[src/ppu_sau_pkg.sv]
// ----------------------------------------------------------------------------
// ppu_sau_pkg
// Types, codes and address helpers shared by the scroll address unit.
// ----------------------------------------------------------------------------
`default_nettype none

package ppu_sau_pkg;

  typedef enum logic [1:0] {
    OP_WRITE = 2'd0,
    OP_READ  = 2'd1,
    OP_TICK  = 2'd2,
    OP_NONE  = 2'd3
  } op_t;

  localparam logic [2:0] REG_CTRL    = 3'd0;
  localparam logic [2:0] REG_MASK    = 3'd1;
  localparam logic [2:0] REG_STATUS  = 3'd2;
  localparam logic [2:0] REG_OAMADDR = 3'd3;
  localparam logic [2:0] REG_OAMDATA = 3'd4;
  localparam logic [2:0] REG_SCROLL  = 3'd5;
  localparam logic [2:0] REG_ADDR    = 3'd6;
  localparam logic [2:0] REG_DATA    = 3'd7;

  localparam logic [8:0] DOT_LAST       = 9'd340;
  localparam logic [8:0] DOT_SKIP       = 9'd339;
  localparam logic [8:0] DOT_FLAG       = 9'd1;
  localparam logic [8:0] DOT_FETCH_END  = 9'd256;
  localparam logic [8:0] DOT_HCOPY      = 9'd257;
  localparam logic [8:0] DOT_VCOPY_LO   = 9'd280;
  localparam logic [8:0] DOT_VCOPY_HI   = 9'd304;
  localparam logic [8:0] DOT_PREF_LO    = 9'd321;
  localparam logic [8:0] DOT_PREF_HI    = 9'd336;
  localparam logic [8:0] LINE_LAST      = 9'd261;
  localparam logic [8:0] LINE_VISIBLE   = 9'd240;
  localparam logic [8:0] LINE_VBLANK    = 9'd241;
  localparam logic [8:0] DOT_RESET      = 9'd340;
  localparam logic [8:0] LINE_RESET     = 9'd240;

  localparam logic [14:0] HORIZ_BITS    = 15'h041F;
  localparam logic [14:0] VERT_BITS     = 15'h7BE0;
  localparam logic [4:0]  COARSE_Y_WRAP = 5'd29;
  localparam logic [4:0]  COARSE_Y_MAX  = 5'd31;

  typedef struct packed {
    logic [1:0] operation;
    logic [2:0] reg_index;
    logic [7:0] write_value;
  } in_item_t;

  typedef struct packed {
    logic [14:0] vram_address;
    logic [13:0] tile_fetch_address;
    logic [13:0] attribute_fetch_address;
    logic [2:0]  fine_x_scroll;
    logic        data_access_valid;
    logic        data_access_is_write;
    logic [13:0] data_access_address;
    logic [7:0]  read_data;
    logic        nmi_request;
    logic [8:0]  dot_position;
    logic [8:0]  scanline_position;
  } result_t;

  typedef struct packed {
    logic [14:0] v;
    logic [14:0] t;
    logic [2:0]  fine_x;
    logic        toggle;
    logic [7:0]  ctrl;
    logic [7:0]  mask;
    logic        vblank;
    logic [8:0]  dot;
    logic [8:0]  line;
    logic        odd;
  } state_t;

  function automatic logic [14:0] coarse_x_step(input logic [14:0] a);
    logic [14:0] r;
    r = a;
    if (a[4:0] == 5'h1F) begin
      r[4:0] = 5'd0;
      r[10]  = ~a[10];
    end else begin
      r[4:0] = a[4:0] + 5'd1;
    end
    return r;
  endfunction

  function automatic logic [14:0] fine_y_step(input logic [14:0] a);
    logic [14:0] r;
    r = a;
    if (a[14:12] != 3'h7) begin
      r[14:12] = a[14:12] + 3'd1;
    end else begin
      r[14:12] = 3'd0;
      if (a[9:5] == COARSE_Y_WRAP) begin
        r[9:5] = 5'd0;
        r[11]  = ~a[11];
      end else if (a[9:5] == COARSE_Y_MAX) begin
        r[9:5] = 5'd0;
      end else begin
        r[9:5] = a[9:5] + 5'd1;
      end
    end
    return r;
  endfunction

endpackage

`default_nettype wire

[src/ppu_sau_if.sv]
// ----------------------------------------------------------------------------
// ppu_sau_if
// Valid/ready channels for input items and result items.
// ----------------------------------------------------------------------------
`default_nettype none

interface ppu_sau_in_if;
  logic       valid;
  logic       ready;
  logic [1:0] operation;
  logic [2:0] reg_index;
  logic [7:0] write_value;

  modport source(output valid, operation, reg_index, write_value, input ready);
  modport sink(input valid, operation, reg_index, write_value, output ready);
endinterface

interface ppu_sau_out_if;
  logic        valid;
  logic        ready;
  logic [14:0] vram_address;
  logic [13:0] tile_fetch_address;
  logic [13:0] attribute_fetch_address;
  logic [2:0]  fine_x_scroll;
  logic        data_access_valid;
  logic        data_access_is_write;
  logic [13:0] data_access_address;
  logic [7:0]  read_data;
  logic        nmi_request;
  logic [8:0]  dot_position;
  logic [8:0]  scanline_position;

  modport source(output valid, vram_address, tile_fetch_address, attribute_fetch_address,
                 fine_x_scroll, data_access_valid, data_access_is_write,
                 data_access_address, read_data, nmi_request, dot_position,
                 scanline_position, input ready);
  modport sink(input valid, vram_address, tile_fetch_address, attribute_fetch_address,
               fine_x_scroll, data_access_valid, data_access_is_write,
               data_access_address, read_data, nmi_request, dot_position,
               scanline_position, output ready);
endinterface

`default_nettype wire

[src/ppu_sau_regs.sv]
// ----------------------------------------------------------------------------
// ppu_sau_regs
// Scroll/address state and its single-pass next-state logic per beat.
// ----------------------------------------------------------------------------
`default_nettype none

module ppu_sau_regs import ppu_sau_pkg::*; (
  input  wire logic     clk,
  input  wire logic     rst,
  input  wire logic     accept,
  input  wire in_item_t item,
  output result_t       result
);

  state_t      s;
  state_t      s_next;
  logic [8:0]  tick_dot;
  logic [8:0]  tick_line;
  logic        tick_odd;
  logic [14:0] tick_v;
  logic        rendering;
  logic        fetch_dot;
  logic [14:0] data_inc_v;
  logic        acc_valid;
  logic        acc_write;
  logic [13:0] acc_addr;
  logic [7:0]  rdata;

  assign rendering  = s.mask[3] | s.mask[4];
  assign data_inc_v = s.v + (s.ctrl[2] ? 15'd32 : 15'd1);

  always_comb begin
    tick_dot  = s.dot + 9'd1;
    tick_line = s.line;
    tick_odd  = s.odd;
    if (s.line == LINE_LAST && s.dot == DOT_SKIP && rendering && s.odd) begin
      tick_dot  = 9'd0;
      tick_line = 9'd0;
      tick_odd  = ~s.odd;
    end else if (s.dot >= DOT_LAST) begin
      tick_dot = 9'd0;
      if (s.line >= LINE_LAST) begin
        tick_line = 9'd0;
        tick_odd  = ~s.odd;
      end else begin
        tick_line = s.line + 9'd1;
      end
    end
  end

  always_comb begin
    fetch_dot = ((tick_dot >= 9'd1) && (tick_dot <= DOT_FETCH_END)) ||
                ((tick_dot >= DOT_PREF_LO) && (tick_dot <= DOT_PREF_HI));
    tick_v = s.v;
    if (rendering && ((tick_line < LINE_VISIBLE) || (tick_line == LINE_LAST))) begin
      if (fetch_dot && (tick_dot[2:0] == 3'd0)) begin
        tick_v = coarse_x_step(tick_v);
      end
      if (tick_dot == DOT_FETCH_END) begin
        tick_v = fine_y_step(tick_v);
      end
      if (tick_dot == DOT_HCOPY) begin
        tick_v = (tick_v & ~HORIZ_BITS) | (s.t & HORIZ_BITS);
      end
      if (tick_line == LINE_LAST && tick_dot >= DOT_VCOPY_LO && tick_dot <= DOT_VCOPY_HI) begin
        tick_v = (tick_v & ~VERT_BITS) | (s.t & VERT_BITS);
      end
    end
  end

  always_comb begin
    s_next    = s;
    acc_valid = 1'b0;
    acc_write = 1'b0;
    acc_addr  = 14'd0;
    rdata     = 8'd0;
    case (op_t'(item.operation))
      OP_WRITE: begin
        case (item.reg_index)
          REG_CTRL: begin
            s_next.ctrl     = item.write_value;
            s_next.t[11:10] = item.write_value[1:0];
          end
          REG_MASK: begin
            s_next.mask = item.write_value;
          end
          REG_SCROLL: begin
            if (!s.toggle) begin
              s_next.t[4:0]  = item.write_value[7:3];
              s_next.fine_x  = item.write_value[2:0];
            end else begin
              s_next.t[9:5]   = item.write_value[7:3];
              s_next.t[14:12] = item.write_value[2:0];
            end
            s_next.toggle = ~s.toggle;
          end
          REG_ADDR: begin
            if (!s.toggle) begin
              s_next.t[13:8] = item.write_value[5:0];
              s_next.t[14]   = 1'b0;
            end else begin
              s_next.t[7:0] = item.write_value;
              s_next.v      = {s.t[14:8], item.write_value};
            end
            s_next.toggle = ~s.toggle;
          end
          REG_DATA: begin
            acc_valid = 1'b1;
            acc_write = 1'b1;
            acc_addr  = s.v[13:0];
            s_next.v  = data_inc_v;
          end
          default: begin
          end
        endcase
      end
      OP_READ: begin
        case (item.reg_index)
          REG_STATUS: begin
            rdata         = {s.vblank, 7'd0};
            s_next.vblank = 1'b0;
            s_next.toggle = 1'b0;
          end
          REG_DATA: begin
            acc_valid = 1'b1;
            acc_addr  = s.v[13:0];
            s_next.v  = data_inc_v;
          end
          default: begin
          end
        endcase
      end
      OP_TICK: begin
        s_next.dot  = tick_dot;
        s_next.line = tick_line;
        s_next.odd  = tick_odd;
        s_next.v    = tick_v;
        if (tick_line == LINE_VBLANK && tick_dot == DOT_FLAG) begin
          s_next.vblank = 1'b1;
        end
        if (tick_line == LINE_LAST && tick_dot == DOT_FLAG) begin
          s_next.vblank = 1'b0;
        end
      end
      default: begin
      end
    endcase
  end

  always_comb begin
    result.vram_address            = s_next.v;
    result.tile_fetch_address      = {2'b10, s_next.v[11:0]};
    result.attribute_fetch_address = {2'b10, s_next.v[11:10], 4'b1111,
                                      s_next.v[9:7], s_next.v[4:2]};
    result.fine_x_scroll           = s_next.fine_x;
    result.data_access_valid       = acc_valid;
    result.data_access_is_write    = acc_write;
    result.data_access_address     = acc_addr;
    result.read_data               = rdata;
    result.nmi_request             = s_next.vblank & s_next.ctrl[7];
    result.dot_position            = s_next.dot;
    result.scanline_position       = s_next.line;
  end

  always_ff @(posedge clk) begin
    if (rst) begin
      s.v      <= 15'd0;
      s.t      <= 15'd0;
      s.fine_x <= 3'd0;
      s.toggle <= 1'b0;
      s.ctrl   <= 8'd0;
      s.mask   <= 8'd0;
      s.vblank <= 1'b0;
      s.dot    <= DOT_RESET;
      s.line   <= LINE_RESET;
      s.odd    <= 1'b0;
    end else if (accept) begin
      s <= s_next;
    end
  end

endmodule

`default_nettype wire

[src/ppu_sau_out.sv]
// ----------------------------------------------------------------------------
// ppu_sau_out
// Result register: holds one result beat until the sink takes it.
// ----------------------------------------------------------------------------
`default_nettype none

module ppu_sau_out import ppu_sau_pkg::*; (
  input  wire logic    clk,
  input  wire logic    rst,
  input  wire logic    in_valid,
  output logic         in_ready,
  input  wire result_t in_result,
  output logic         out_valid,
  input  wire logic    out_ready,
  output result_t      out_result
);

  logic valid;
  logic valid_next;

  assign in_ready   = !valid || out_ready;
  assign valid_next = in_valid || (valid && !out_ready);
  assign out_valid  = valid;

  always_ff @(posedge clk) begin
    if (rst) begin
      valid <= 1'b0;
    end else begin
      valid <= valid_next;
    end
  end

  always_ff @(posedge clk) begin
    if (in_valid && in_ready) begin
      out_result <= in_result;
    end
  end

endmodule

`default_nettype wire

[src/ppu_scroll_address_unit.sv]
// ----------------------------------------------------------------------------
// ppu_scroll_address_unit
// Scroll and VRAM address registers with dot/scanline timing.
// ----------------------------------------------------------------------------
// Timing: an accepted beat's result beat is valid in the cycle after it.
// Throughput: 1 beat per cycle unless the sink stalls; each beat's next state
// and result, formed in one combinational pass, land in state/result registers.
// Reset: synchronous; dot 340, line 240, all other state zero, no result held.
// ----------------------------------------------------------------------------
`default_nettype none

module ppu_scroll_address_unit import ppu_sau_pkg::*; (
  input  wire logic   clk,
  input  wire logic   rst,
  ppu_sau_in_if.sink  in_ch,
  ppu_sau_out_if.source out_ch
);

  in_item_t item;
  result_t  result;
  result_t  held;
  logic     accept;
  logic     ready;

  assign item.operation   = in_ch.operation;
  assign item.reg_index   = in_ch.reg_index;
  assign item.write_value = in_ch.write_value;
  assign in_ch.ready      = ready;
  assign accept           = in_ch.valid && ready;

  ppu_sau_regs u_regs (
    .clk    (clk),
    .rst    (rst),
    .accept (accept),
    .item   (item),
    .result (result)
  );

  ppu_sau_out u_out (
    .clk        (clk),
    .rst        (rst),
    .in_valid   (in_ch.valid),
    .in_ready   (ready),
    .in_result  (result),
    .out_valid  (out_ch.valid),
    .out_ready  (out_ch.ready),
    .out_result (held)
  );

  assign out_ch.vram_address            = held.vram_address;
  assign out_ch.tile_fetch_address      = held.tile_fetch_address;
  assign out_ch.attribute_fetch_address = held.attribute_fetch_address;
  assign out_ch.fine_x_scroll           = held.fine_x_scroll;
  assign out_ch.data_access_valid       = held.data_access_valid;
  assign out_ch.data_access_is_write    = held.data_access_is_write;
  assign out_ch.data_access_address     = held.data_access_address;
  assign out_ch.read_data               = held.read_data;
  assign out_ch.nmi_request             = held.nmi_request;
  assign out_ch.dot_position            = held.dot_position;
  assign out_ch.scanline_position       = held.scanline_position;

  a_accept_gives_result: assert property (@(posedge clk) disable iff (rst)
    accept |=> out_ch.valid)
    else $error("accepted beat produced no result beat");

  a_no_overwrite: assert property (@(posedge clk) disable iff (rst)
    (out_ch.valid && !out_ch.ready) |-> !in_ch.ready)
    else $error("input taken while result beat stalled");

  a_data_access: assert property (@(posedge clk) disable iff (rst)
    (accept && in_ch.reg_index == REG_DATA &&
     (in_ch.operation == OP_WRITE || in_ch.operation == OP_READ))
    |=> (out_ch.data_access_valid &&
         out_ch.data_access_is_write == ($past(in_ch.operation) == OP_WRITE)))
    else $error("data port beat without matching access");

endmodule

`default_nettype wire
[src/flat_wrapper.sv]
// flat-port wrapper written by rule: the top's interface ports become plain ports
module ppu_scroll_address_unit_flat import ppu_sau_pkg::*;
  (clk, rst, in_ch_valid, in_ch_operation, in_ch_reg_index, in_ch_write_value, in_ch_ready, out_ch_valid, out_ch_vram_address, out_ch_tile_fetch_address, out_ch_attribute_fetch_address, out_ch_fine_x_scroll, out_ch_data_access_valid, out_ch_data_access_is_write, out_ch_data_access_address, out_ch_read_data, out_ch_nmi_request, out_ch_dot_position, out_ch_scanline_position, out_ch_ready);
  ppu_sau_in_if in_ch_i ();
  ppu_sau_out_if out_ch_i ();
  input  wire logic clk;
  input  wire logic rst;
  input wire logic [$bits(in_ch_i.valid)-1:0] in_ch_valid;
  input wire logic [$bits(in_ch_i.operation)-1:0] in_ch_operation;
  input wire logic [$bits(in_ch_i.reg_index)-1:0] in_ch_reg_index;
  input wire logic [$bits(in_ch_i.write_value)-1:0] in_ch_write_value;
  output wire logic [$bits(in_ch_i.ready)-1:0] in_ch_ready;
  output wire logic [$bits(out_ch_i.valid)-1:0] out_ch_valid;
  output wire logic [$bits(out_ch_i.vram_address)-1:0] out_ch_vram_address;
  output wire logic [$bits(out_ch_i.tile_fetch_address)-1:0] out_ch_tile_fetch_address;
  output wire logic [$bits(out_ch_i.attribute_fetch_address)-1:0] out_ch_attribute_fetch_address;
  output wire logic [$bits(out_ch_i.fine_x_scroll)-1:0] out_ch_fine_x_scroll;
  output wire logic [$bits(out_ch_i.data_access_valid)-1:0] out_ch_data_access_valid;
  output wire logic [$bits(out_ch_i.data_access_is_write)-1:0] out_ch_data_access_is_write;
  output wire logic [$bits(out_ch_i.data_access_address)-1:0] out_ch_data_access_address;
  output wire logic [$bits(out_ch_i.read_data)-1:0] out_ch_read_data;
  output wire logic [$bits(out_ch_i.nmi_request)-1:0] out_ch_nmi_request;
  output wire logic [$bits(out_ch_i.dot_position)-1:0] out_ch_dot_position;
  output wire logic [$bits(out_ch_i.scanline_position)-1:0] out_ch_scanline_position;
  input wire logic [$bits(out_ch_i.ready)-1:0] out_ch_ready;
  assign in_ch_i.valid = in_ch_valid;
  assign in_ch_i.operation = in_ch_operation;
  assign in_ch_i.reg_index = in_ch_reg_index;
  assign in_ch_i.write_value = in_ch_write_value;
  assign in_ch_ready = in_ch_i.ready;
  assign out_ch_valid = out_ch_i.valid;
  assign out_ch_vram_address = out_ch_i.vram_address;
  assign out_ch_tile_fetch_address = out_ch_i.tile_fetch_address;
  assign out_ch_attribute_fetch_address = out_ch_i.attribute_fetch_address;
  assign out_ch_fine_x_scroll = out_ch_i.fine_x_scroll;
  assign out_ch_data_access_valid = out_ch_i.data_access_valid;
  assign out_ch_data_access_is_write = out_ch_i.data_access_is_write;
  assign out_ch_data_access_address = out_ch_i.data_access_address;
  assign out_ch_read_data = out_ch_i.read_data;
  assign out_ch_nmi_request = out_ch_i.nmi_request;
  assign out_ch_dot_position = out_ch_i.dot_position;
  assign out_ch_scanline_position = out_ch_i.scanline_position;
  assign out_ch_i.ready = out_ch_ready;
  ppu_scroll_address_unit u_core (.clk(clk), .rst(rst), .in_ch(in_ch_i), .out_ch(out_ch_i));
endmodule
[config.mk]
export PLATFORM = sky130hd
export DESIGN_NAME = ppu_scroll_address_unit_flat
export DESIGN_NICKNAME = d
export VERILOG_FILES = /design/src/ppu_sau_pkg.sv /design/src/ppu_sau_if.sv /design/src/ppu_sau_regs.sv /design/src/ppu_sau_out.sv /design/src/ppu_scroll_address_unit.sv /design/src/flat_wrapper.sv
export SDC_FILE = /design/constraint.sdc
export NUM_CORES = 1
export LEC_CHECK = 0
export ABC_AREA = 1
export BUFFER_PORTS_ARGS = -buffer_cell sky130_fd_sc_hd__buf_2
export CORE_ASPECT_RATIO = 1.4
export CORE_MARGIN = 1.5
export CORE_UTILIZATION = 60
export DETAILED_ROUTE_END_ITERATION = 8
export PLACE_DENSITY = 0.83
export SETUP_SLACK_MARGIN = 0.1
export SYNTH_ARGS = -nofsm -noshare
export SYNTH_HDL_FRONTEND = slang
export SYNTH_SLANG_ARGS = --single-unit
[constraint.sdc]
create_clock -name clk -period 7.85 [get_ports clk]
set_clock_uncertainty 0.15 [all_clocks]
set_input_delay 1.57 -clock clk [delete_from_list [all_inputs] [get_ports clk]]
set_output_delay 1.57 -clock clk [all_outputs]
set_load 0.02 [all_outputs]
==> impl_results.md, run 1 <==
- DRC: 1
- Later-pin clock latency in the skew report: ~0.43 ns
- IO Port Bufs: 92
- FF+latch count, synth: 113
- Syn Area/Cell: ~7.1 µm²
- Final Cycle Share: 55.69%
- Clock Path Buffers: 2
- Worst-Margin Slew: around 1.2 ns
- Failing checks: design-rule violations
- Chip Height: ~140 µm
- WS Path Type: input pin to flip-flop
- Antenna diode count: 0
- Filler Cells Inserted: between 1000 and 1500
- Hold buffers post-CTS: 0
- FFs w/ async S/R, synth: 0%
- RR Endpoint: u_core.u_out.out_result[84]
- Clock sink count: 113
- Arrival @ worst endpoint: around 4.5 ns
- Placed insts: roughly 1300
- Fraction of layout cells with a size suffix above 1: around 17%
- Crit-path max FO: 19
- Total power: 1.870 mW
- Die Wd: approximately 99 µm
- Wire per inst: about 17 µm
- Static Leak: ~3.9 nW
- Mapped Cells: 1082
- Mapped Area: about 0.0077 mm²
- Synth area leader: edfxtp_1
- Achievable frequency: between 200 and 250 MHz
- GP Congestion: between 0.9 and 1
- Initial antenna violation count: 0
- Critical Path End: u_core.u_out.out_result[38]
- Top-area cell type share of the netlist area: a little over a fifth
- Post-synth EDFFs: 54
- Final hold violation count: 0
- First-pass DRT Iterations: 7
- Drt first-iter violations: 651
- Total number of vias: roughly 7600
- FF-to-FF path depth: 20
- Final #Nets: between 1000 and 1500
- CTS buffer count: 17
- Register area: approximately 0.0028 mm²
- Commonest non-fill, non-tap cells in the layout: 264 x nand2_1, 113 x o21ai_0, 110 x inv_1
- Grt ovf: 0
- Vias per cell: ~5.8
- Commonest non-fill, non-tap cell in the layout: nand2_1
- PwrDens: approximately 220 mW/mm²
- Ys Warns: 0
- CP startpoint kind: input pin
- CP endpoint kind: flip-flop
- Worst min-delay path category: flip-flop to flip-flop
- Reg2reg start: u_core.u_regs.s[10]
- Fin Setup TNS: 0 ns
- RSZ-0062 raised after global routing: no
- Critical Path RT: between 7 and 8 ns
- Drt total wl: between 20 and 25 mm
- R2r setup slk: between 4 and 5 ns
- Most used DFF post-synth: dfxtp_1
- Number of antenna-violating nets in the routed design: 0
- Final min period: approximately 4.4 ns
- Largest net degree at the start of global routing: 57
- Top cells by area, synth: edfxtp_1 21%, dfxtp_1 15%, nand2_1 13%, o21ai_0 7.4%, inv_1 5.4%
- Cell Count, Final, Fillers Out: about 1300
- Maxcap violations: 0
- Total setup buffers inserted after CTS: 0
- WHS: about 0.36 ns
- Slew HR: 19.10%
- Yosys cell types: 50
- Die footprint: 0.01349 mm²
- Finish-stage setup viols: 0
- CTS H-tree lvls: 4
- Status: finished with violations
- Rows: between 40 and 50
- GRT Util Overall: between 30% and 40%
- I/O pin count: ~110
- Core Area: between 0.01 and 0.015 mm²
- Maximum VDD drop: approximately 0.15 mV
- Global-route wire length before repair: 33.64 mm
- Root Buffer: clkbuf_16
- Post-CTS resize count: 0
- Starting Density: roughly 60%
- Sequential share of the synthesized area: a little over a third
- Crit path from: in_ch_reg_index[2]
- Area Overhead vs Synth: 11.98%
- Clk pin slew, worst setup/hold paths: ~0.060 ns
- Multi-input logic area: between 0.004 and 0.005 mm²
- HPWL Detailed: roughly 15 mm
- CTS tree: done
- Vias in the first global route: around 6800
- Slew Limit Fails: 0
-- synth_stat cells (2+ instances only) --
master	count
nand3_1	55
buf_1	2
nor4_1	2
o21ai_1	4
xor2_1	8
a31oi_1	10
inv_1	110
dfxtp_1	59
o21ai_2	3
nand2_2	12
o221ai_1	5
nand4_1	11
a221oi_1	2
nor2_4	4
or2_1	4
conb_1	2
nand3_2	4
nor3_1	16
ha_1	18
a211oi_1	15
o211ai_1	7
buf_6	2
nand3_4	3
clkinv_1	6
nand2_1	264
clkbuf_1	30
buf_4	35
a21oi_2	11
inv_2	10
nand3b_1	3
edfxtp_1	54
a21oi_1	78
o21ai_0	113
nand2_4	6
o31ai_1	3
nor2_1	87
nor2_2	11
-- report_power, final --
part,switching [mW],internal [mW],total [mW]
Clock,0.303,0.493,0.796
Combinational,0.272,0.110,0.382
Sequential,0.0332,0.658,0.692
-- area by class of cell --
| class | instances | share of cell area (%) |
|---|---|---|
| multi-input cells | 784 | 46.74 |
| flip-flops and latches | 113 | 32.61 |
| clock buffers | 22 | 6.274 |
| inverters | 128 | 5.648 |
| repair buffers | 95 | 5.619 |
| well taps | 150 | 2.183 |
| clock inverters | 10 | 0.9316 |
-- worst min path at each step --
stage	slack (ns)	endpoint	depth (start not counted)	startpoint
after floorplan	0.29	u_core.u_regs.s[49]	2	u_core.u_regs.s[49]
after global placement	0.33	u_core.u_regs.s[52]	2	u_core.u_regs.s[52]
after detailed placement	0.33	u_core.u_regs.s[52]	2	u_core.u_regs.s[52]
after CTS	0.34	u_core.u_regs.s[52]	2	u_core.u_regs.s[52]
after global routing	0.38	u_core.u_regs.s[52]	2	u_core.u_regs.s[52]
final	0.36	u_core.u_regs.s[52]	2	u_core.u_regs.s[52]
-- critical path, cell delays in order --
cell and delay [ns]:
buf_2 0.13, nand2_1 0.24, nor2_1 0.81, clkinv_1 0.78, nor2_1 0.45, inv_1 0.32, nor2_1 0.19
-- sequential cells by signal (all words and copies together) (netlist names) --
| register | count |
|---|---|
| u_core.u_out.out_result | 54 |
| u_core.u_out.out_valid | 1 |
| u_core.u_regs.s | 58 |
-- layer usage --
layer	vias up	routed length [µm]	part of all wire (%)	track usage [%]
li1	3678	-	-	-
met1	3416	7991	37	35.97
met2	371	10550	49	55.02
met3	120	1400	6.5	5.363
met4	0	1632	7.6	23.81
met5	-	0	0	0
-- logic make-up after synthesis --
group,count (synthesis),share of synthesized area [%]
buffers and inverters,198,11.78
other,2,0.09784
flip-flops,113,36.51
AO/OA/AOI/OAI,256,19.04
XOR/XNOR,9,1.027
adder cells (fa/ha/maj),18,2.934
AND/OR/NAND/NOR,486,28.61
-- stage by stage --
stage                     area (µm²)  setup WS, ns  utilization, %
after detailed placement        7976         3.148           64.16
after global routing            8596         3.254           69.14
after global placement          7976         3.221           64.16
after floorplan                 7725         3.278               -
final                           8596         3.478           69.14
after CTS                       8596         3.602           69.14
Power figures use the tool's default switching activity.
==> inputs of run 2 (changes only) <==
--- a/config.mk
+++ b/config.mk
@@ -9,9 +9,9 @@
 export BUFFER_PORTS_ARGS = -buffer_cell sky130_fd_sc_hd__buf_2
 export CORE_ASPECT_RATIO = 1.4
 export CORE_MARGIN = 1.5
-export CORE_UTILIZATION = 60
+export CORE_UTILIZATION = 59
 export DETAILED_ROUTE_END_ITERATION = 8
-export PLACE_DENSITY = 0.83
+export PLACE_DENSITY = 0.82
 export SETUP_SLACK_MARGIN = 0.1
 export SYNTH_ARGS = -nofsm -noshare
 export SYNTH_HDL_FRONTEND = slang
==> constraint.sdc (replaced) <==
create_clock -name clk -period 4.1 [get_ports clk]
set_clock_uncertainty 0.15 [all_clocks]
set_input_delay 0.82 -clock clk [delete_from_list [all_inputs] [get_ports clk]]
set_output_delay 0.82 -clock clk [all_outputs]
set_load 0.02 [all_outputs]
==> impl_results.md, run 2 (synthesis results as in run 1) <==
- Commonest non-fill, non-tap cell in the layout: nand2_1
- FF-to-FF path depth: 20 (unchanged)
- Critical Path End: u_core.u_out.out_result[77]
- Clk pin slew, worst setup/hold paths: 0.06 ns (about the same)
- Clock Path Buffers: 2 (unchanged)
- CTS tree: done
- Worst-Margin Slew: 1.127 ns (-0.08653 ns)
- Chip Height: 138.0 µm (+0.83%)
- Reg2reg start: u_core.u_regs.s[2]
- Total setup buffers inserted after CTS: 0 (unchanged)
- Vias in the first global route: 7120 (+5.3%)
- HPWL Detailed: 15.23 mm (+0.62%)
- Total number of vias: 7656 (+0.94%)
- Maximum VDD drop: 0.3042 mV (+110%)
- Vias per cell: 5.840 (+0.24%)
- Static Leak: 3.899 nW (+0.16%)
- Rows: 49 (+2.1%)
- Drt first-iter violations: 639 (-1.8%)
- Max reg flops: 58 (unchanged)
- GP Congestion: 0.9677 (-2.6%)
- DRC: 0 (-1)
- CTS buffer count: 17 (unchanged)
- Slew HR: 24.79% (+5.7 points)
- Global-route wire length before repair: 33.91 mm (+0.78%)
- RR Endpoint: u_core.u_out.out_result[77]
- Crit path from: u_core.u_regs.s[2]
- Slew Limit Fails: 0 (unchanged)
- Commonest non-fill, non-tap cells in the layout: 264 x nand2_1, 113 x o21ai_0, 110 x inv_1
- Fraction of layout cells with a size suffix above 1: 17.62% (+0.43 points)
- Wire per inst: 16.50 µm (-0.44%)
- Biggest register: u_core.u_regs.s
- Layout Utilization: 67.49% (-1.6 points)
- I/O pin count: 108 (unchanged)
- Antenna diode count: 0 (unchanged)
- R2r setup slk: 0.76 ns (-3.67 ns)
- Drt total wl: 21.63 mm (+0.25%)
- Arrival @ worst endpoint: 3.37 ns (-1.12 ns)
- CP endpoint kind: flip-flop
- Starting Density: 60.19% (-1.6 points)
- Die footprint: 0.01371 mm² (+1.6%)
- Number of antenna-violating nets in the routed design: 0 (unchanged)
- Finish-stage setup viols: 0 (unchanged)
- Filler Cells Inserted: 1133 (+4.8%)
- Achievable frequency: roughly 300 MHz
- Final hold violation count: 0 (unchanged)
- Crit-path max FO: 17 (-2)
- CP startpoint kind: flip-flop
- Total power: 3.500 mW (+87%)
- Initial antenna violation count: 0 (unchanged)
- GRT Util Overall: 31.72% (-0.39 points)
- WS Path Type: flip-flop to flip-flop
- IO Port Bufs: 92 (unchanged)
- PwrDens: 406.7 mW/mm² (+87%)
- Grt ovf: 0 (unchanged)
- Clock sink count: 113 (unchanged)
- RSZ-0062 raised after global routing: no
- Area Overhead vs Synth: 12.13%
- Core Area: 0.01275 mm² (+2.6%)
- Root Buffer: clkbuf_16
- Die Wd: 99.40 µm (+0.82%)
- Later-pin clock latency in the skew report: 0.42 ns (about the same)
- Status: completed
- First-pass DRT Iterations: 5 (-2)
- Worst min-delay path category: flip-flop to flip-flop
- Critical Path RT: 4.13 ns (-3.84 ns)
- Final #Nets: 1180 (+0.51%)
- Post-CTS resize count: 0 (unchanged)
- Maxcap violations: 0 (unchanged)
- Fin Setup TNS: 0 ns (unchanged)
- Final min period: approximately 3.3 ns
- Final Cycle Share: between 80% and 90%
- Hold buffers post-CTS: 0 (unchanged)
- CTS H-tree lvls: 4 (unchanged)
- Largest net degree at the start of global routing: 54 (-5.3%)
## run 2: final cells by class
cell class	instances	area [µm²]	share of cell area (%)
Clock buffer	18	450.4	5.233
Clock inverter	14	131.4	1.526
Inverter	128	485.5	5.640
Multi-Input combinational cell	784	4018	46.68
Sequential cell	113	2803	32.56
Tap cell	153	191.4	2.224
Timing Repair Buffer	101	528.0	6.135
## run 2: critical path, cell delays in order, from the launching register on
cell      delay [ns]
dfxtp_1         0.40
inv_1           0.11
ha_1            0.22
nand3_2         0.09
clkinv_1        0.07
nand3_2         0.11
nand2_2         0.12
nand2_2         0.13
nand2_1         0.09
nor2_2          0.20
nand2_1         0.13
nor2_4          0.16
nand2_1         0.09
nand2_2         0.08
nand3_4         0.22
inv_2           0.33
nand2_1         0.09
nand2_1         0.06
nand2_1         0.09
nand2_1         0.10
inv_1           0.04
## run 2: power breakdown
part | leakage (nW) | internal, mW | switching, mW
clock | 0.286 | 0.874 | 0.561
sequential | 1.02 | 1.26 | 0.0630
combinational | 2.60 | 0.213 | 0.529
## run 2: stage by stage
stage	hold slack (ns)	worst slack (ns)	cell area, µm²	instances
CTS	0.3628	0.8461	8607	1311
floorplan	0.2949	0.2783	7725	1095
global placement	0.3334	0.8733	8025	1279
global route	0.3943	0.5210	8607	1311
finish	0.3539	0.7642	8607	1311
detailed placement	0.3492	0.7029	8025	1279
## run 2: how the worst min path moves through the flow
stage,start,end,depth (start not counted)
floorplan,u_core.u_regs.s[49],u_core.u_regs.s[49],2
global placement,u_core.u_regs.s[35],u_core.u_regs.s[35],2
detailed placement,u_core.u_regs.s[35],u_core.u_regs.s[35],2
CTS,u_core.u_regs.s[35],u_core.u_regs.s[35],2
global route,u_core.u_regs.s[49],u_core.u_regs.s[49],2
finish,u_core.u_regs.s[35],u_core.u_regs.s[35],2
## run 2: routing by layer
metal  part of all wire (%)  GRT usage (%)
met5                      0              0
met4                    6.6          24.18
met3                    7.4          5.494
met2                     50          55.71
met1                     36          33.93
==> inputs of run 3 (changes only) <==
--- a/config.mk
+++ b/config.mk
@@ -9,9 +9,9 @@
 export BUFFER_PORTS_ARGS = -buffer_cell sky130_fd_sc_hd__buf_2
 export CORE_ASPECT_RATIO = 1.4
 export CORE_MARGIN = 1.5
-export CORE_UTILIZATION = 59
+export CORE_UTILIZATION = 53
 export DETAILED_ROUTE_END_ITERATION = 8
-export PLACE_DENSITY = 0.82
+export PLACE_DENSITY = 0.78
 export SETUP_SLACK_MARGIN = 0.1
 export SYNTH_ARGS = -nofsm -noshare
 export SYNTH_HDL_FRONTEND = slang
==> constraint.sdc (replaced) <==
create_clock -name clk -period 3 [get_ports clk]
set_clock_uncertainty 0.15 [all_clocks]
set_input_delay 0.6 -clock clk [delete_from_list [all_inputs] [get_ports clk]]
set_output_delay 0.6 -clock clk [all_outputs]
set_load 0.02 [all_outputs]
==> impl_results.md, run 3 (synthesis results as in run 1) <==
- Status: completed
- CTS buffer count: 17 (unchanged)
- Clock Path Buffers: 2 (unchanged)
- Finish-stage setup viols: 0 (unchanged)
- Drt total wl: 24.83 mm (+15%)
- Largest net degree at the start of global routing: 40 (-26%)
- Global-route wire length before repair: 37.78 mm (+11%)
- Final #Nets: 1262 (+6.9%)
- Fraction of layout cells with a size suffix above 1: 29.52% (+12 points)
- Biggest register: u_core.u_regs.s
- Antenna diode count: 0 (unchanged)
- Crit-path max FO: 5 (-12)
- Worst min-delay path category: input pin to flip-flop
- WHS: 0.2634 ns (-0.09058 ns)
- Most frequent CP cell: nand2_1
- Arrival @ worst endpoint: 2.88 ns (-0.49 ns)
- Static Leak: 4.418 nW (+13%)
- Hold Crit Start: in_ch_valid
- Slew Limit Fails: 0 (unchanged)
- Final min period: 2.843 ns (-0.4933 ns)
- Filler Cells Inserted: 1163 (+2.6%)
- GP Congestion: 0.9938 (+2.7%)
- R2r setup slk: 0.16 ns (-0.61 ns)
- Later-pin clock latency in the skew report: 0.43 ns (about the same)
- DRC: 0 (unchanged)
- Root Buffer: clkbuf_16
- CTS H-tree lvls: 4 (unchanged)
- Grt ovf: 0 (unchanged)
- PwrDens: 527.7 mW/mm² (+30%)
- GRT Util Overall: 31.56% (-0.16 points)
- Critical Path RT: 3.03 ns (-1.10 ns)
- Final hold violation count: 0 (unchanged)
- Initial antenna violation count: 0 (unchanged)
- Hold Path Depth: 3 (+1)
- Family with the most delay on the worst path: simple AND/OR/NAND/NOR gates
- Maximum VDD drop: 0.3233 mV (+6.3%)
- FF-to-FF path depth: 21 (+5.0%)
- CP cell instances: ha_4 -> nand2_4 -> nor2_4 -> nand2_2 -> nor2_4 -> nand2_4 -> nand2_4 -> nand2_4 -> nand3b_2 -> nand2_2 -> nor2_4 -> nand2_1 -> nand2_2 -> nand3_4 -> inv_2 -> buf_4 -> nand2_1 -> nand2_1 -> nand2_1 -> nand2_1 -> inv_1
- WHS Endpoint: u_core.u_out.out_valid
- Die footprint: 0.01522 mm² (+11%)
- CTS tree: done
- WS Path Type: flip-flop to flip-flop
- RSZ-0062 raised after global routing: yes
- First-pass DRT Iterations: 6 (+1)
- Worst path bufs/invs: 3 (-1)
- Wire per inst: 17.42 µm (+5.6%)
- Slowest cell delay on critical path: 0.35 ns (-0.05 ns)
- Starting Density: 54.68% (-5.5 points)
- Total power: 5.170 mW (+48%)
- Clock sink count: 113 (unchanged)
- Rows: 51 (+4.1%)
- Number of antenna-violating nets in the routed design: 0 (unchanged)
- Final Cell Area: 0.009797 mm² (+14%)
- CP endpoint kind: flip-flop
- Die Wd: 104.7 µm (+5.3%)
- Maxcap violations: 0 (unchanged)
- CP startpoint kind: flip-flop
- Drt first-iter violations: 658 (+3.0%)
- HPWL Detailed: 16.94 mm (+11%)
- Total number of vias: 8178 (+6.8%)
- Achievable frequency: 351.8 MHz (+17%)
- RR Endpoint: u_core.u_out.out_result[74]
- IO Port Bufs: 92 (unchanged)
- Area Overhead vs Synth: 27.63%
- Vias in the first global route: 7682 (+7.9%)
- Vias per cell: 5.739 (-1.7%)
- Placement Cell Area: 0.008538 mm² (+6.4%)
- Commonest non-fill, non-tap cells in the layout: 243 x nand2_1, 103 x o21ai_0, 100 x inv_1
- I/O pin count: 108 (unchanged)
- Reg2reg start: u_core.u_regs.s[11]
- Clk pin slew, worst setup/hold paths: 0.06 ns (about the same)
- Chip Height: 145.4 µm (+5.4%)
- Worst-Margin Slew: 1.203 ns (+0.07635 ns)
- Commonest non-fill, non-tap cell in the layout: nand2_1
- Slew HR: 19.78% (-5.0 points)
- Final Cycle Share: 94.75% (+13 points)
- Slowest CP cell: dfxtp_2
- Max reg flops: 58 (unchanged)
- Core Area: 0.01404 mm² (+10%)
[run 3: cell count changes in the layout (fill, tap and decap cells not counted), sizes merged]
cell | previous run | this run
buf | 101 | 181
clkbuf | 18 | 21
inv | 123 | 127
clkinvlp | 1 | 0
nand2 | 282 | 283
clkinv | 17 | 12
[run 3: repair_timing]
item / 4_1_cts / 5_1_grt
endpoints found under the setup margin: 22 / 32
setup buffers: 3 / 20
resized for setup: 7 / 127
gates cloned: 0 / 2
pin swaps: 4 / 50
hold buffers: 0 / 0
[run 3: how the worst max path moves through the flow]
stage                              startpoint  depth (start not counted)                           to
final                     u_core.u_regs.s[11]                         21  u_core.u_out.out_result[74]
after global placement    u_core.u_regs.s[10]                         21  u_core.u_out.out_result[86]
after global routing      u_core.u_regs.s[11]                         20  u_core.u_out.out_result[76]
after CTS                 u_core.u_regs.s[16]                         19  u_core.u_out.out_result[86]
after floorplan                  out_ch_ready                          5   u_core.u_out.out_result[0]
after detailed placement  u_core.u_regs.s[10]                         21  u_core.u_out.out_result[86]
[run 3: area by class of cell]
class | instances | area [µm²] | area share (%)
Inverter | 128 | 496.7 | 5.070
Multi-Input combinational cell | 785 | 4409 | 45.01
Clock inverter | 12 | 97.59 | 0.9962
Clock buffer | 20 | 500.5 | 5.109
Sequential cell | 113 | 2826 | 28.85
Timing Repair Buffer | 182 | 1235 | 12.61
Tap cell | 185 | 231.5 | 2.363
[run 3: metal layers]
metal | up-vias | global-route usage (%) | wire length (µm)
met5 | - | 0 | 0
met4 | 0 | 23.15 | 1871
met3 | 142 | 7.479 | 1724
met2 | 432 | 54.18 | 12260
met1 | 3741 | 33.56 | 8971
li1 | 3863 | - | -
[run 3: metrics by stage]
step                       TNS [ns]  setup slack, ns  utilization [%]  std cells
after global placement            0          0.03074            60.82       1369
after global routing      -0.003922        -0.003922            69.79       1425
after detailed placement          0          0.03929            60.82       1369
after floorplan                   0           0.2699                -       1095
final                             0           0.1574            69.79       1425
after CTS                         0          0.09908            65.52       1404
[run 3: tightest hold or removal path, cell delays in order]
cell and delay, ns:
buf_2 0.10, inv_1 0.04, a21oi_1 0.05
[run 3: report_power, final]
part / switching, mW / leakage, nW / internal, mW
combinational: 0.854 / 3.09 / 0.470
clock: 0.767 / 0.306 / 1.28
sequential: 0.0765 / 1.02 / 1.72
total: 1.70 / 4.42 / 3.47
